$ cat src/hw/rtl/rob_pkg.sv
// ----------------------------------------------------------------------------
// rob_pkg
// Shared types and constants of the rectangle overlay alpha blend unit.
// ----------------------------------------------------------------------------
package rob_pkg;

    localparam int DEF_MAX_WIDTH  = 2048;
    localparam int DEF_MAX_HEIGHT = 2048;

    localparam int PIX_W   = 32;
    localparam int CFG_IDX_W = 3;
    localparam int CFG_DAT_W = 32;
    localparam int REG_W   = 12;

    typedef enum logic {
        FMT_RGB = 1'b0,
        FMT_BGR = 1'b1
    } t_fmt;

    typedef enum logic [CFG_IDX_W-1:0] {
        CFG_BOX_LEFT      = 3'd0,
        CFG_BOX_TOP       = 3'd1,
        CFG_BOX_WIDTH     = 3'd2,
        CFG_BOX_HEIGHT    = 3'd3,
        CFG_SCREEN_WIDTH  = 3'd4,
        CFG_SCREEN_HEIGHT = 3'd5,
        CFG_SOURCE_RGBA   = 3'd6,
        CFG_PIXEL_FORMAT  = 3'd7
    } t_cfg_idx;

    localparam logic [REG_W-1:0] RST_SCREEN_WIDTH  = 12'd1920;
    localparam logic [REG_W-1:0] RST_SCREEN_HEIGHT = 12'd1200;

    typedef struct packed {
        logic [REG_W-1:0] box_left;
        logic [REG_W-1:0] box_top;
        logic [REG_W-1:0] box_width;
        logic [REG_W-1:0] box_height;
        logic [REG_W-1:0] screen_width;
        logic [REG_W-1:0] screen_height;
        logic [PIX_W-1:0] source_rgba;
        t_fmt             pixel_format;
    } t_cfg;

endpackage

$ cat src/hw/rtl/rect_overlay_alpha_blend_unit.sv
// ----------------------------------------------------------------------------
// rect_overlay_alpha_blend_unit
// Blends a constant color rectangle into a raster pixel stream.
// ----------------------------------------------------------------------------
// Takes one destination pixel word per clock and returns one result word per
// clock while the receiver keeps ready high. An accepted pixel goes with its
// rectangle hit and frame end flags from the raster counters into the input
// register, and from there through the blend into the result register.
// The first word after reset is column 0, row 0. Write configuration only
// while no words are in flight.
module rect_overlay_alpha_blend_unit #(
    parameter int MAX_WIDTH  = rob_pkg::DEF_MAX_WIDTH,
    parameter int MAX_HEIGHT = rob_pkg::DEF_MAX_HEIGHT
) (
    input  logic                           i_clk,
    input  logic                           i_rst_n,
    input  logic                           i_cfg_valid,
    output logic                           o_cfg_ready,
    input  logic [rob_pkg::CFG_IDX_W-1:0]  i_cfg_index,
    input  logic [rob_pkg::CFG_DAT_W-1:0]  i_cfg_data,
    input  logic                           i_s_axis_tvalid,
    output logic                           o_s_axis_tready,
    input  logic [rob_pkg::PIX_W-1:0]      i_s_axis_tdata,   // [31:0] pixel_in
    output logic                           o_m_axis_tvalid,
    input  logic                           i_m_axis_tready,
    output logic [rob_pkg::PIX_W-1:0]      o_m_axis_tdata,   // [31:0] pixel_out
    output logic                           o_m_axis_tlast    // frame_end
);

    rob_pkg::t_cfg cfg;
    logic          s_acc, s1_en, out_en;
    logic          pos_inside, pos_last;
    logic [rob_pkg::PIX_W-1:0] mix_pixel;

    logic                      r_s1_valid, r_s1_inside, r_s1_last;
    logic [rob_pkg::PIX_W-1:0] r_s1_pixel;
    logic                      r_out_valid, r_out_last;
    logic [rob_pkg::PIX_W-1:0] r_out_data;

    assign o_cfg_ready = 1'b1;

    rob_cfg u_cfg (
        .i_clk       (i_clk),
        .i_rst_n     (i_rst_n),
        .i_cfg_valid (i_cfg_valid),
        .i_cfg_index (i_cfg_index),
        .i_cfg_data  (i_cfg_data),
        .o_cfg       (cfg)
    );

    assign out_en = !r_out_valid || i_m_axis_tready;
    assign s1_en  = !r_s1_valid || out_en;
    assign o_s_axis_tready = s1_en;
    assign s_acc  = i_s_axis_tvalid && s1_en;

    rob_pos #(
        .MAX_WIDTH  (MAX_WIDTH),
        .MAX_HEIGHT (MAX_HEIGHT)
    ) u_pos (
        .i_clk    (i_clk),
        .i_rst_n  (i_rst_n),
        .i_cfg    (cfg),
        .i_step   (s_acc),
        .o_inside (pos_inside),
        .o_last   (pos_last)
    );

    rob_mix u_mix (
        .i_cfg    (cfg),
        .i_pixel  (r_s1_pixel),
        .i_inside (r_s1_inside),
        .o_pixel  (mix_pixel)
    );

    always_ff @(posedge i_clk) begin
        if (!i_rst_n) begin
            r_s1_valid  <= 1'b0;
            r_out_valid <= 1'b0;
        end else begin
            if (s1_en) begin
                r_s1_valid <= i_s_axis_tvalid;
            end
            if (out_en) begin
                r_out_valid <= r_s1_valid;
            end
        end
    end

    always_ff @(posedge i_clk) begin
        if (s_acc) begin
            r_s1_pixel  <= i_s_axis_tdata;
            r_s1_inside <= pos_inside;
            r_s1_last   <= pos_last;
        end
        if (out_en && r_s1_valid) begin
            r_out_data <= mix_pixel;
            r_out_last <= r_s1_last;
        end
    end

    assign o_m_axis_tvalid = r_out_valid;
    assign o_m_axis_tdata  = r_out_data;
    assign o_m_axis_tlast  = r_out_last;

endmodule

$ cat src/hw/rtl/rob_cfg.sv
// ----------------------------------------------------------------------------
// rob_cfg
// Configuration register file, one write per accepted config word.
// ----------------------------------------------------------------------------
module rob_cfg (
    input  logic                           i_clk,
    input  logic                           i_rst_n,
    input  logic                           i_cfg_valid,
    input  logic [rob_pkg::CFG_IDX_W-1:0]  i_cfg_index,
    input  logic [rob_pkg::CFG_DAT_W-1:0]  i_cfg_data,
    output rob_pkg::t_cfg                  o_cfg
);

    rob_pkg::t_cfg r_cfg;
    rob_pkg::t_cfg n_cfg;
    logic [rob_pkg::REG_W-1:0] v12;

    assign v12 = i_cfg_data[rob_pkg::REG_W-1:0];

    always_comb begin
        n_cfg = r_cfg;
        if (i_cfg_valid) begin
            case (rob_pkg::t_cfg_idx'(i_cfg_index))
                rob_pkg::CFG_BOX_LEFT:      n_cfg.box_left      = v12;
                rob_pkg::CFG_BOX_TOP:       n_cfg.box_top       = v12;
                rob_pkg::CFG_BOX_WIDTH:     n_cfg.box_width     = v12;
                rob_pkg::CFG_BOX_HEIGHT:    n_cfg.box_height    = v12;
                rob_pkg::CFG_SCREEN_WIDTH:  n_cfg.screen_width  = v12;
                rob_pkg::CFG_SCREEN_HEIGHT: n_cfg.screen_height = v12;
                rob_pkg::CFG_SOURCE_RGBA:   n_cfg.source_rgba   = i_cfg_data;
                rob_pkg::CFG_PIXEL_FORMAT:  n_cfg.pixel_format  = rob_pkg::t_fmt'(i_cfg_data[0]);
                default: n_cfg = r_cfg;
            endcase
        end
    end

    always_ff @(posedge i_clk) begin
        if (!i_rst_n) begin
            r_cfg.box_left      <= '0;
            r_cfg.box_top       <= '0;
            r_cfg.box_width     <= '0;
            r_cfg.box_height    <= '0;
            r_cfg.screen_width  <= rob_pkg::RST_SCREEN_WIDTH;
            r_cfg.screen_height <= rob_pkg::RST_SCREEN_HEIGHT;
            r_cfg.source_rgba   <= '0;
            r_cfg.pixel_format  <= rob_pkg::FMT_BGR;
        end else begin
            r_cfg <= n_cfg;
        end
    end

    assign o_cfg = r_cfg;

endmodule

$ cat src/hw/rtl/rob_pos.sv
// ----------------------------------------------------------------------------
// rob_pos
// Raster position counters with rectangle hit test and frame end detect.
// ----------------------------------------------------------------------------
module rob_pos #(
    parameter int MAX_WIDTH  = rob_pkg::DEF_MAX_WIDTH,
    parameter int MAX_HEIGHT = rob_pkg::DEF_MAX_HEIGHT
) (
    input  logic          i_clk,
    input  logic          i_rst_n,
    input  rob_pkg::t_cfg i_cfg,
    input  logic          i_step,
    output logic          o_inside,
    output logic          o_last
);

    localparam int CW   = $clog2(MAX_WIDTH);
    localparam int RW   = $clog2(MAX_HEIGHT);
    localparam int MW   = (CW > RW) ? CW : RW;
    localparam int CMPW = ((MW > rob_pkg::REG_W) ? MW : rob_pkg::REG_W) + 1;
    localparam logic [CMPW-1:0] MAX_W = CMPW'(MAX_WIDTH);
    localparam logic [CMPW-1:0] MAX_H = CMPW'(MAX_HEIGHT);

    logic [CW-1:0]   r_col, n_col;
    logic [RW-1:0]   r_row, n_row;
    logic [CMPW-1:0] cfg_sw, cfg_sh, sw, sh;
    logic [CMPW-1:0] col_x, row_x;
    logic [CMPW-1:0] left_x, top_x, right_x, bottom_x;
    logic            row_end;

    assign cfg_sw = CMPW'(i_cfg.screen_width);
    assign cfg_sh = CMPW'(i_cfg.screen_height);
    assign sw = (cfg_sw == '0) ? CMPW'(1) : ((cfg_sw > MAX_W) ? MAX_W : cfg_sw);
    assign sh = (cfg_sh == '0) ? CMPW'(1) : ((cfg_sh > MAX_H) ? MAX_H : cfg_sh);

    assign col_x    = CMPW'(r_col);
    assign row_x    = CMPW'(r_row);
    assign left_x   = CMPW'(i_cfg.box_left);
    assign top_x    = CMPW'(i_cfg.box_top);
    assign right_x  = left_x + CMPW'(i_cfg.box_width);
    assign bottom_x = top_x + CMPW'(i_cfg.box_height);

    assign o_inside = (col_x < sw) && (row_x < sh) &&
                      (col_x >= left_x) && (col_x < right_x) &&
                      (row_x >= top_x) && (row_x < bottom_x);

    assign row_end = col_x >= (sw - CMPW'(1));
    assign o_last  = row_end && (row_x >= (sh - CMPW'(1)));

    always_comb begin
        n_col = r_col;
        n_row = r_row;
        if (i_step) begin
            if (row_end) begin
                n_col = '0;
                n_row = o_last ? '0 : r_row + RW'(1);
            end else begin
                n_col = r_col + CW'(1);
            end
        end
    end

    always_ff @(posedge i_clk) begin
        if (!i_rst_n) begin
            r_col <= '0;
            r_row <= '0;
        end else begin
            r_col <= n_col;
            r_row <= n_row;
        end
    end

endmodule

$ cat src/hw/rtl/rob_mix.sv
// ----------------------------------------------------------------------------
// rob_mix
// Per-channel constant color alpha blend with RGB/BGR byte order.
// ----------------------------------------------------------------------------
module rob_mix (
    input  rob_pkg::t_cfg              i_cfg,
    input  logic [rob_pkg::PIX_W-1:0]  i_pixel,
    input  logic                       i_inside,
    output logic [rob_pkg::PIX_W-1:0]  o_pixel
);

    function automatic logic [7:0] mix_ch(input logic [7:0] s, input logic [7:0] d,
                                          input logic [7:0] a);
        logic [15:0] x;
        logic [15:0] y;
        begin
            x = 16'(s) * 16'(a) + 16'(d) * (16'd255 - 16'(a));
            y = x + 16'(x[15:8]) + 16'h80;
            return y[15:8];
        end
    endfunction

    logic [7:0] a, sr, sg, sb;
    logic [7:0] d0, d1, d2, dr, db;
    logic [7:0] r_ch, g_ch, b_ch;
    logic       is_rgb;

    assign a  = i_cfg.source_rgba[7:0];
    assign sb = i_cfg.source_rgba[15:8];
    assign sg = i_cfg.source_rgba[23:16];
    assign sr = i_cfg.source_rgba[31:24];
    assign d0 = i_pixel[7:0];
    assign d1 = i_pixel[15:8];
    assign d2 = i_pixel[23:16];
    assign is_rgb = (i_cfg.pixel_format == rob_pkg::FMT_RGB);
    assign dr = is_rgb ? d0 : d2;
    assign db = is_rgb ? d2 : d0;

    always_comb begin
        if (a == 8'd255) begin
            r_ch = sr;
            g_ch = sg;
            b_ch = sb;
        end else begin
            r_ch = mix_ch(sr, dr, a);
            g_ch = mix_ch(sg, d1, a);
            b_ch = mix_ch(sb, db, a);
        end
    end

    always_comb begin
        if (i_inside && (a != 8'd0)) begin
            if (is_rgb) begin
                o_pixel = {8'd0, b_ch, g_ch, r_ch};
            end else begin
                o_pixel = {8'd0, r_ch, g_ch, b_ch};
            end
        end else begin
            o_pixel = i_pixel;
        end
    end

endmodule

$ cat config.mk
export PLATFORM = sky130hd
export DESIGN_NAME = rect_overlay_alpha_blend_unit
export DESIGN_NICKNAME = d
export VERILOG_FILES = /design/src/hw/rtl/rob_pkg.sv /design/src/hw/rtl/rect_overlay_alpha_blend_unit.sv /design/src/hw/rtl/rob_cfg.sv /design/src/hw/rtl/rob_pos.sv /design/src/hw/rtl/rob_mix.sv
export SDC_FILE = /design/constraint.sdc
export NUM_CORES = 1
export LEC_CHECK = 0
export ABC_AREA = 0
export BUFFER_PORTS_ARGS = -buffer_cell sky130_fd_sc_hd__buf_2
export CORE_ASPECT_RATIO = 0.75
export CORE_MARGIN = 3
export CORE_UTILIZATION = 49
export CTS_BUF_LIST = sky130_fd_sc_hd__clkbuf_2
export CTS_CLUSTER_DIAMETER = 200
export DETAILED_ROUTE_END_ITERATION = 6
export PLACE_DENSITY = 0.74
export SLEW_MARGIN = 5
export SYNTH_ARGS = -nofsm -noshare
export SYNTH_HDL_FRONTEND = slang
export SYNTH_HIERARCHICAL = 1
export SYNTH_SLANG_ARGS = --single-unit
$ cat constraint.sdc
create_clock -name i_clk -period 12.05 [get_ports i_clk]
set_input_delay 1.205 -clock i_clk [delete_from_list [all_inputs] [get_ports i_clk]]
set_output_delay 1.205 -clock i_clk [all_outputs]
set_load 0.01 [all_outputs]
* Yosys cells after proc, flatten, opt, wreduce, memory -nomap -nowiden *
Index checks and enable logic that the tools add are counted.

storage, ports and cells
  flip-flop bits (word level) = 196
  input bits = 72
  output and inout bits = 36
  word-level logic and storage cells = 96

operators by class
  add/subtract/negate cells = 16
  multiply operators = 6
  magnitude comparators = 10
  eq/ne operators = 8
  mux-type cells = 13
  reduce and logical (&&, ||, !) cells = 26

operators by type and width
  cell                                                    number
  < comparator 11 x 13 -> 1 bit                           4
  adder 16 bit                                            3
  adder 16 x 8 -> 16 bit                                  3
  adder 16 x 8 -> 16 bit (second input constant)          3
  multiplier 8 x 16 -> 16 bit                             3
  multiplier 8 x 8 -> 16 bit                              3
  two-way mux 8 bit                                       5
  two-way mux 32 bit                                      1
  adder 12 x 12 -> 13 bit                                 2
  greater-or-equal comparator 11 x 13 -> 1 bit            2
  logical NOT 13 bit                                      2
  two-way mux 13 bit                                      2
  subtractor 13 x 1 -> 13 bit (second input constant)     2
  greater-or-equal comparator 11 x 12 -> 1 bit            2
  greater-than comparator 12 bit (second input constant)  2
  two-way mux 12 bit                                      2
  two-way mux 24 bit                                      1
  adder 11 x 1 -> 11 bit (second input constant)          2
  two-way mux 11 bit                                      2
  AND reduction 2 bit                                     9
  equality test 3 bit (second input constant)             4
  logical AND 1 bit                                       9
  subtractor 8 x 8 -> 9 bit (first input constant)        1
  equality test 8 bit (second input constant)             1
  other kinds (6)                                         9

* Depth between registers and ports, before layout *
Gate-level depths: netlist of the first run.

  depth after elaboration = 9
  gate-level depth with buffers = 35
  depth with buffers taken out = 32

* By module *
Netlist of the first run, hierarchy kept.

modules (own cells, without submodules)
  module                         times used  cells each  area each (µm²)  sequential area each (µm²)
  rob_mix                        1           1871        15554.9          0.0
  rob_pos                        1           571         4500.6           440.4
  rob_cfg                        1           395         3986.3           2102.0
  rect_overlay_alpha_blend_unit  1           78          2127.0           2052.0

* Worst setup path after synthesis of the first run *
Ideal clock, no wire load.

  path type = reg-to-reg
  from = reg u_cfg.r_cfg (netlist bit u_cfg/o_cfg[0])
  to = reg r_out_data (netlist bit o_m_axis_tdata[6]), data pin
  setup time = 0.279 ns
  data arrival time = 8.502 ns
  required time = 11.771 ns
  slack = 3.269 ns
  stages on the path, launching flop included = 32
  buffers on the path = 3
  clock period less this slack = 8.781 ns
  path through = dfxtp_1 > buf_2 > buf_1 > mux2i_1 > or2_2 > fa_1 > inv_1 > fa_1 > inv_1 > fa_1 > inv_1 > fa_1 > fa_1 > inv_1 > fa_1 > inv_1 > ha_1 > buf_6 > a21o_1 > a31oi_1 > a21boi_0 > o311ai_4 > ha_1 > ha_1 > nand4_1 > or4_4 > a311oi_4 > o2111ai_4 > nor3_2 > xnor2_1 > a2111oi_0 > a311oi_1

on the way
  longest elaborated chain between the ends = 8
  elaborated cells between the ends (all ways) = 14
  classes of those cells = add/sub (6); mul (2); mux (6)

ends and longest elaborated chain
  element                               RTL line                             RTL
  start: declaration                    rob_cfg.sv:14                        rob_pkg::t_cfg r_cfg;
  start signal: assignment              rob_cfg.sv:48                        r_cfg <= n_cfg;
  two-way mux 8 bit (on tied branches)  rob_mix.sv:36, rob_mix.sv:37
  multiplier 8 x 16 -> 16 bit           rob_mix.sv:17                        x = 16'(s) * 16'(a) + 16'(d) * (16'd255 - 16'(a));
  adder 16 bit                          rob_mix.sv:17
  adder 16 x 8 -> 16 bit (2 in series)  rob_mix.sv:18                        y = x + 16'(x[15:8]) + 16'h80;
  two-way mux 8 bit                     rob_mix.sv:40                        if (a == 8'd255) begin
  two-way mux 24 bit *                  rob_mix.sv:53                        if (is_rgb) begin
  two-way mux 32 bit *                  rob_mix.sv:52                        if (i_inside && (a != 8'd0)) begin
  named net mix_pixel (one bit)         rect_overlay_alpha_blend_unit.sv:33  logic [rob_pkg::PIX_W-1:0] mix_pixel;
  end signal: assignment                rect_overlay_alpha_blend_unit.sv:96  r_out_data <= mix_pixel;
  end: declaration                      rect_overlay_alpha_blend_unit.sv:38  logic [rob_pkg::PIX_W-1:0] r_out_data;

The timed path passes the listed nets; every way through them passes the cells marked *.
A chain may end at the register's enable or synchronous reset.

* Worst setup path in the final report of the first run *
  from = reg u_cfg.r_cfg (netlist bit u_cfg/o_cfg[0])
  to = reg r_out_data (netlist bit o_m_axis_tdata[23]), data pin

on the way
  longest elaborated chain between the ends = 8
  elaborated cells between the ends (all ways) = 14
  classes of those cells = add/sub (6); mul (2); mux (6)

ends and longest elaborated chain
  element                               RTL line
  two-way mux 8 bit (on tied branches)  rob_mix.sv:37, rob_mix.sv:36
  multiplier 8 x 16 -> 16 bit           rob_mix.sv:17
  adder 16 bit                          rob_mix.sv:17
  adder 16 x 8 -> 16 bit (2 in series)  rob_mix.sv:18
  two-way mux 8 bit                     rob_mix.sv:40
  two-way mux 24 bit *                  rob_mix.sv:53
  two-way mux 32 bit *                  rob_mix.sv:52
  named net mix_pixel (one bit)         rect_overlay_alpha_blend_unit.sv:33

Marks and branches as above.

==> metrics.md, run 1 <==
| Metric | Value |
|---|---|
| Final worst slack | `2400 ps` |
| CORE AREA | `0.0522 mm2` |
| Port Buf Inserts | `106` |
| Largest net degree at the start of global routing | `80` |
| Post-DRT Antenna Nets | `0` |
| Reg2Reg Launch Point | `u_cfg/o_cfg[0]` |
| Die ar. | `0.0562 mm2` |
| TNS Setup | `0 ps` |
| Die H | `206 um` |
| Area Growth Syn to Fin | `5.46%` |
| Crit end category | `flip-flop` |
| Clock sinks | `196` |
| Min Hold Slack | `373 ps` |
| Cell Rows | `72` |
| Critical path class | `reg -> reg` |
| Final setup violation count | `0` |
| Syn Area/Cell | `8.98 um2` |
| Synth Warn # | `6` |
| Crit path largest cell delay | `800 ps` |
| Worst hold start | `i_s_axis_tdata[15]` |
| First-pass GRT wire length | `107,000 um` |
| Area contributors post-synth | `fa_1 (22%), ha_1 (16%), dfxtp_1 (9.9%), edfxtp_1 (7.7%), inv_1 (7.0%)` |
| Initial antenna violation count | `4` |
| Aggregate routed wire length | `65,400 um` |
| RSZ-0062 raised after global routing | `false` |
| Worst-Skew Late Latency | `980 ps` |
| Number of global-route vias before repair | `19.8k` |
| Upper clock frequency limit | `0.104 GHz` |
| H-tree level count | `4` |
| Sequential share of the synthesized area | `17.6%` |
| CTS buffer count | `17` |
| Reg clk slew, reported paths | `370 ps` |
| WL/cell | `17.8 um` |
| Worst Tran Pin Value | `1200 ps` |
| Netlist Area Pre-Place | `0.0262 mm2` |
| DRT iter0 DRCs | `1,558` |
| Period utilization | `80.1%` |
| Pre-CTS setup slack | `2590 ps` |
| Die Wd | `273 um` |
| TritonCTS clock tree | `yes` |
| Max Cap Viol | `0` |
| # nets final | `3,654` |
| Synth Flop Type | `dfxtp_1` |
| Gate Count Post-Synth | `2,915` |
| Relative slew margins | `19.3%` |
| Most used cell, CP | `fa_1` |
| Post-Place Cells | `3,636` |
| Vias per cell | `5.44` |
| Fin. max-slew vios | `0` |
| GRT Residual Overflow | `0` |
| 1st-pass router iterations | `6` |
| Status | `completed` |
| #FFs+latches synth | `196` |
| Finished Layout Cells | `3,670` |
| CP startpoint | `u_cfg/o_cfg[0]` |
| Routed vias | `19.9k` |
| Ys async rst share | `0%` |
| Gr usage total | `24.0%` |
| Largest area contributor in the netlist | `fa_1` |
| EDFF count, synth | `67` |
| CTS resizes | `0` |
| Clock Skew | `80.6 ps` |
| CP max-delay cell | `mux2i_1` |
| DP HPWL | `50,200 um` |
| CP arrival | `10,400 ps` |
| Post-CTS Setup Bufs | `0` |
| WP data required | `12,800 ps` |
| Synth unique cells | `95` |
| Final GP Congestion | `0.892` |
| Fill cells | `4,719` |
| Top cell type's share of synthesized area | `22.1%` |
| Hold Crit Class | `in -> reg` |
| I/O pin count | `108` |
| CP Launch Type | `flip-flop` |
| Max clock buf depth | `2` |
| CTS Hold Buffers Added | `0` |
| Share of cells above drive strength 1 | `8.16%` |
| Root buf cell | `clkbuf_2` |
| Count of final hold-check violations | `0` |
| Crit-path max FO | `25` |
| Drt drc | `0` |
| Initial Util | `50.2%` |
| Crit path time final | `9650 ps` |
## path summary, 6_finish.rpt
path,endpoint,slack (ps),cells after the start
setup / recovery,o_m_axis_tdata[23],2400,29
hold / removal,r_s1_pixel[15],370,1
hold reg to reg,o_m_axis_tlast,470,0
setup reg to reg,o_m_axis_tdata[23],2400,29
## per-stage QoR
step	utilization, %	cell area (um2)
after floorplan	-	26200
after global placement	52.3	27300
after detailed placement	52.3	27300
after CTS	52.9	27600
after global routing	52.9	27600
final	52.9	27600
## cell type report
class | instances | area (um2) | area share (%)
antenna | 2 | 5.00 | 0.0181
clock buffer | 17 | 85.1 | 0.308
multi-input combinational | 2127 | 19300 | 70.0
sequential | 196 | 4600 | 16.7
tap | 703 | 880 | 3.19
clock inverter | 15 | 216 | 0.784
timing repair buffer | 124 | 668 | 2.42
inverter | 486 | 1820 | 6.61
## worst max-delay path: cells and delay by family, from the launching register on
family,cells,cell delay [ps]
adders and majority gates,9,3990
AOI/OAI and AO/OA,8,1860
and+or+nand+nor,6,1220
muxes,1,800
DFF,1,560
buffers and inverters,4,540
xor gates and xnor gates,1,490
## flip-flops by register name, indices dropped and copies added, names as in the netlist
name and flops:
o_m_axis_tdata 32, o_m_axis_tlast 1, o_m_axis_tvalid 1, r_s1_inside 1, r_s1_last 1, r_s1_pixel 32, r_s1_valid 1, u_cfg/o_cfg 105
u_pos/r_col 11, u_pos/r_row 11
## per-layer routing
layer / share of wire [%] / track usage (%) / wire, um
met5: 0.060 / 0 / 39
met4: 1.8 / 5.61 / 1160
met3: 7.6 / 4.87 / 4940
met2: 43 / 36.4 / 27900
met1: 48 / 35.3 / 31400
## cells by family (layout without fill, tap and decap cells)
kind of cell | Yosys count | count (layout) | share of synthesized area, %
multiplexers | 129 | 129 | 4.94
AO/OA/AOI/OAI | 335 | 335 | 8.82
adder cells (fa/ha/maj) | 630 | 630 | 38.4
other | 2 | 6 | 0.0287
AND/OR/NAND/NOR | 921 | 921 | 17.9
XOR/XNOR | 108 | 108 | 3.64
buffers and inverters | 594 | 642 | 8.74
flip-flops | 196 | 196 | 17.6
## cell usage after synthesis, types with 23 or more instances
library cell,number
a21o_1,27
a21oi_1,84
and2_1,112
clkbuf_1,76
dfxtp_1,129
edfxtp_1,67
fa_1,289
ha_1,341
inv_1,485
mux2i_1,128
nand2_1,291
nand2b_1,48
nand3_1,30
nand4_1,27
nor2_1,175
nor2b_1,82
nor3_1,23
o21ai_0,58
or2_2,49
xnor2_1,59
xor2_1,48
## cell usage in the layout, fill, tap and decap left out, types with 6 or more instances in the layout
cell       synthesis  layout
a211oi_1          16      16
o21bai_1           7       7
o21ai_0           58      58
nand4_1           27      27
or3_1             12      12
nor2_1           175     175
ha_1             341     341
a21o_1            27      27
nand2b_1          48      48
and2_1           112     112
a31oi_1           11      11
clkinv_8           0       7
o21a_1            17      17
dfxtp_2            0       8
clkbuf_2           0      17
edfxtp_1          67      67
nand2_1          291     291
a2111oi_0          6       6
a21oi_1           84      83
and3_1            21      21
nor3_1            23      23
buf_4              1      19
o211ai_1          19      19
fa_1             289     289
inv_1            485     485
dfxtp_1          129     121
o31ai_1           10      10
xor2_1            48      48
nor4_1            11      11
mux2i_1          128     128
or2_2             49      49
buf_2             13     105
o221ai_1           7       7
nor2b_1           82      81
xnor2_1           59      59
nand3_1           30      30
o2111ai_1          6       6
Power of run 1 is not shown: default switching activity piles up to over one toggle a cycle in this logic, so the estimate is an artifact.
==> run 2, diff against run 1 <==
clock period = 9 ns   (was 12.05 ns; I/O delays follow)
==> metrics.md, run 2 (synthesis results as in run 1) <==
| Metric | Value |
|---|---|
| Worst-Skew Late Latency | `950 ps (-30 ps)` |
| Port Buf Inserts | `106 (unchanged)` |
| Die Wd | `273 um (unchanged)` |
| Post-Place Cells | `3,679 (+1.2%)` |
| Die ar. | `0.0562 mm2 (unchanged)` |
| Max clock buf depth | `2 (unchanged)` |
| Root buf cell | `clkbuf_2` |
| GRT Residual Overflow | `0 (unchanged)` |
| Worst Tran Pin Value | `1010 ps (-186 ps)` |
| Crit-path max FO | `15 (-40%)` |
| Final setup violation count | `0 (unchanged)` |
| Clock sinks | `196 (unchanged)` |
| CORE AREA | `0.0522 mm2 (unchanged)` |
| CP Launch Type | `flip-flop` |
| CTS buffer count | `17 (unchanged)` |
| Hold Crit Class | `in -> reg` |
| Hold endpoint | `r_s1_pixel[11]` |
| Worst hold start | `i_s_axis_tdata[11]` |
| Period utilization | `95.7% (+16 points)` |
| Most common cell after layout, fill and taps aside | `inv_1` |
| 1st-pass router iterations | `7 (+1)` |
| Aggregate routed wire length | `65,400 um (about the same)` |
| TritonCTS clock tree | `yes` |
| Worst Hold Depth | `1 (unchanged)` |
| Final GP Congestion | `0.895 (+0.36%)` |
| Area Growth Syn to Fin | `7.85%` |
| Post-DRT Antenna Nets | `0 (unchanged)` |
| Worst R2R Setup Slack | `390 ps (-2010 ps)` |
| Clock Skew | `73.9 ps (-6.67 ps)` |
| Upper clock frequency limit | `0.116 GHz (+12%)` |
| Routed vias | `20.1k (+0.79%)` |
| Initial antenna violation count | `2 (-2)` |
| Largest net degree at the start of global routing | `95 (+19%)` |
| Status | `completed` |
| Die H | `206 um (unchanged)` |
| First-pass GRT wire length | `105,000 um (-1.3%)` |
| Initial Util | `50.2% (unchanged)` |
| DRT iter0 DRCs | `1,651 (+6.0%)` |
| Relative slew margins | `32.7% (+13 points)` |
| Drt drc | `0 (unchanged)` |
| Gr usage total | `23.7% (-0.29 points)` |
| Crit end category | `flip-flop` |
| Max Cap Viol | `0 (unchanged)` |
| Crit path time final | `8610 ps (-1040 ps)` |
| H-tree level count | `4 (unchanged)` |
| Count of final hold-check violations | `0 (unchanged)` |
| Cell Rows | `72 (unchanged)` |
| Most frequent cells in the layout | `inv_1 (485), ha_1 (340), nand2_1 (291), fa_1 (289), nor2_1 (175)` |
| Share of cells above drive strength 1 | `10.1% (+1.9 points)` |
| Fin. max-slew vios | `0 (unchanged)` |
| Max FFs per register | `105 (unchanged)` |
| Crit path largest cell delay | `550 ps (-250 ps)` |
| Vias per cell | `5.39 (-0.78%)` |
| FF-to-FF End | `o_m_axis_tdata[6]` |
| CP arrival | `9300 ps (-1100 ps)` |
| I/O pin count | `108 (unchanged)` |
| Finished Layout Cells | `3,728 (+1.6%)` |
| DP HPWL | `51,500 um (+2.5%)` |
| Reg2Reg Launch Point | `u_cfg/o_cfg[0]` |
| # nets final | `3,713 (+1.6%)` |
| CP max-delay cell | `fa_1` |
| Critical path class | `reg -> reg` |
| WP data required | `9690 ps (-3110 ps)` |
| Number of global-route vias before repair | `19.5k (-1.5%)` |
| Reg clk slew, reported paths | `370 ps (about the same)` |
| WL/cell | `17.6 um (-1.5%)` |
| Worst Reg-to-Reg Cells | `32 (+10%)` |
-- run 2: changes by cell type in the layout (fill, tap and decap cells not counted), sizes merged --
cell         before  now
buf             124  173
clkinv            9    5
inv             491  495
clkinvlp          1    0
dlygate4sd3       0    8
clkbuf           17   19
bufinv            0    1
diode             2    1
-- run 2: final cells by class --
type / count / area (um2)
Clock buffer: 17 / 85.1
Multi-Input combinational cell: 2127 / 19400
Inverter: 486 / 1820
Fill cell: 4708 / 23900
Tap cell: 703 / 880
Timing Repair Buffer: 183 / 1200
Antenna cell: 1 / 2.50
Sequential cell: 196 / 4620
Clock inverter: 15 / 235
-- run 2: worst max path at each step --
stage,slack (ps),to,from,depth (start not counted)
after global placement,330,o_m_axis_tdata[14],u_cfg/o_cfg[5],33
after floorplan,220,o_m_axis_tdata[6],u_cfg/o_cfg[0],31
after CTS,150,o_m_axis_tdata[6],u_cfg/o_cfg[0],29
after detailed placement,180,o_m_axis_tdata[6],u_cfg/o_cfg[0],29
final,390,o_m_axis_tdata[6],u_cfg/o_cfg[0],32
after global routing,-7,o_m_axis_tdata[6],u_cfg/o_cfg[0],31
-- run 2: through the flow --
| stage | cell area [um2] | utilization (%) | hold slack [ps] | setup WS, ps | TNS, ps |
|---|---|---|---|---|---|
| floorplan | 26200 | - | 400 | 219 | 0 |
| global placement | 27700 | 53.0 | 406 | 328 | 0 |
| detailed placement | 27700 | 53.0 | 411 | 175 | 0 |
| CTS | 28000 | 53.6 | 6.10 | 151 | 0 |
| global route | 28200 | 54.1 | 23.5 | -7.19 | -7.19 |
| finish | 28200 | 54.1 | 95.4 | 385 | 0 |
-- run 2: critical path, delay by kind of cell, from the launching register on --
kind,cells,cell delay (ps)
adders and majority gates,9,4130
AOI/OAI and AO/OA,7,1910
buffers and inverters,9,780
and+or+nand+nor,4,710
muxes,1,130
DFF,1,420
xor gates and xnor gates,2,290
-- run 2: routing by layer --
layer	vias up	track usage, %	wire [um]
li1	9688	-	-
met1	9700	35.0	31300
met2	635	35.5	27300
met3	79	4.76	5270
met4	2	6.30	1560
met5	-	0	13
-- run 2: what timing repair did --
action / in CTS / in global routing
endpoints found under the hold margin: 1 / 7
resized for setup: 0 / 20
setup buffers: 0 / 7
setup endpoints to repair: 0 / 21
hold buffers: 1 / 7
Power of run 2 is left out for the same reason.
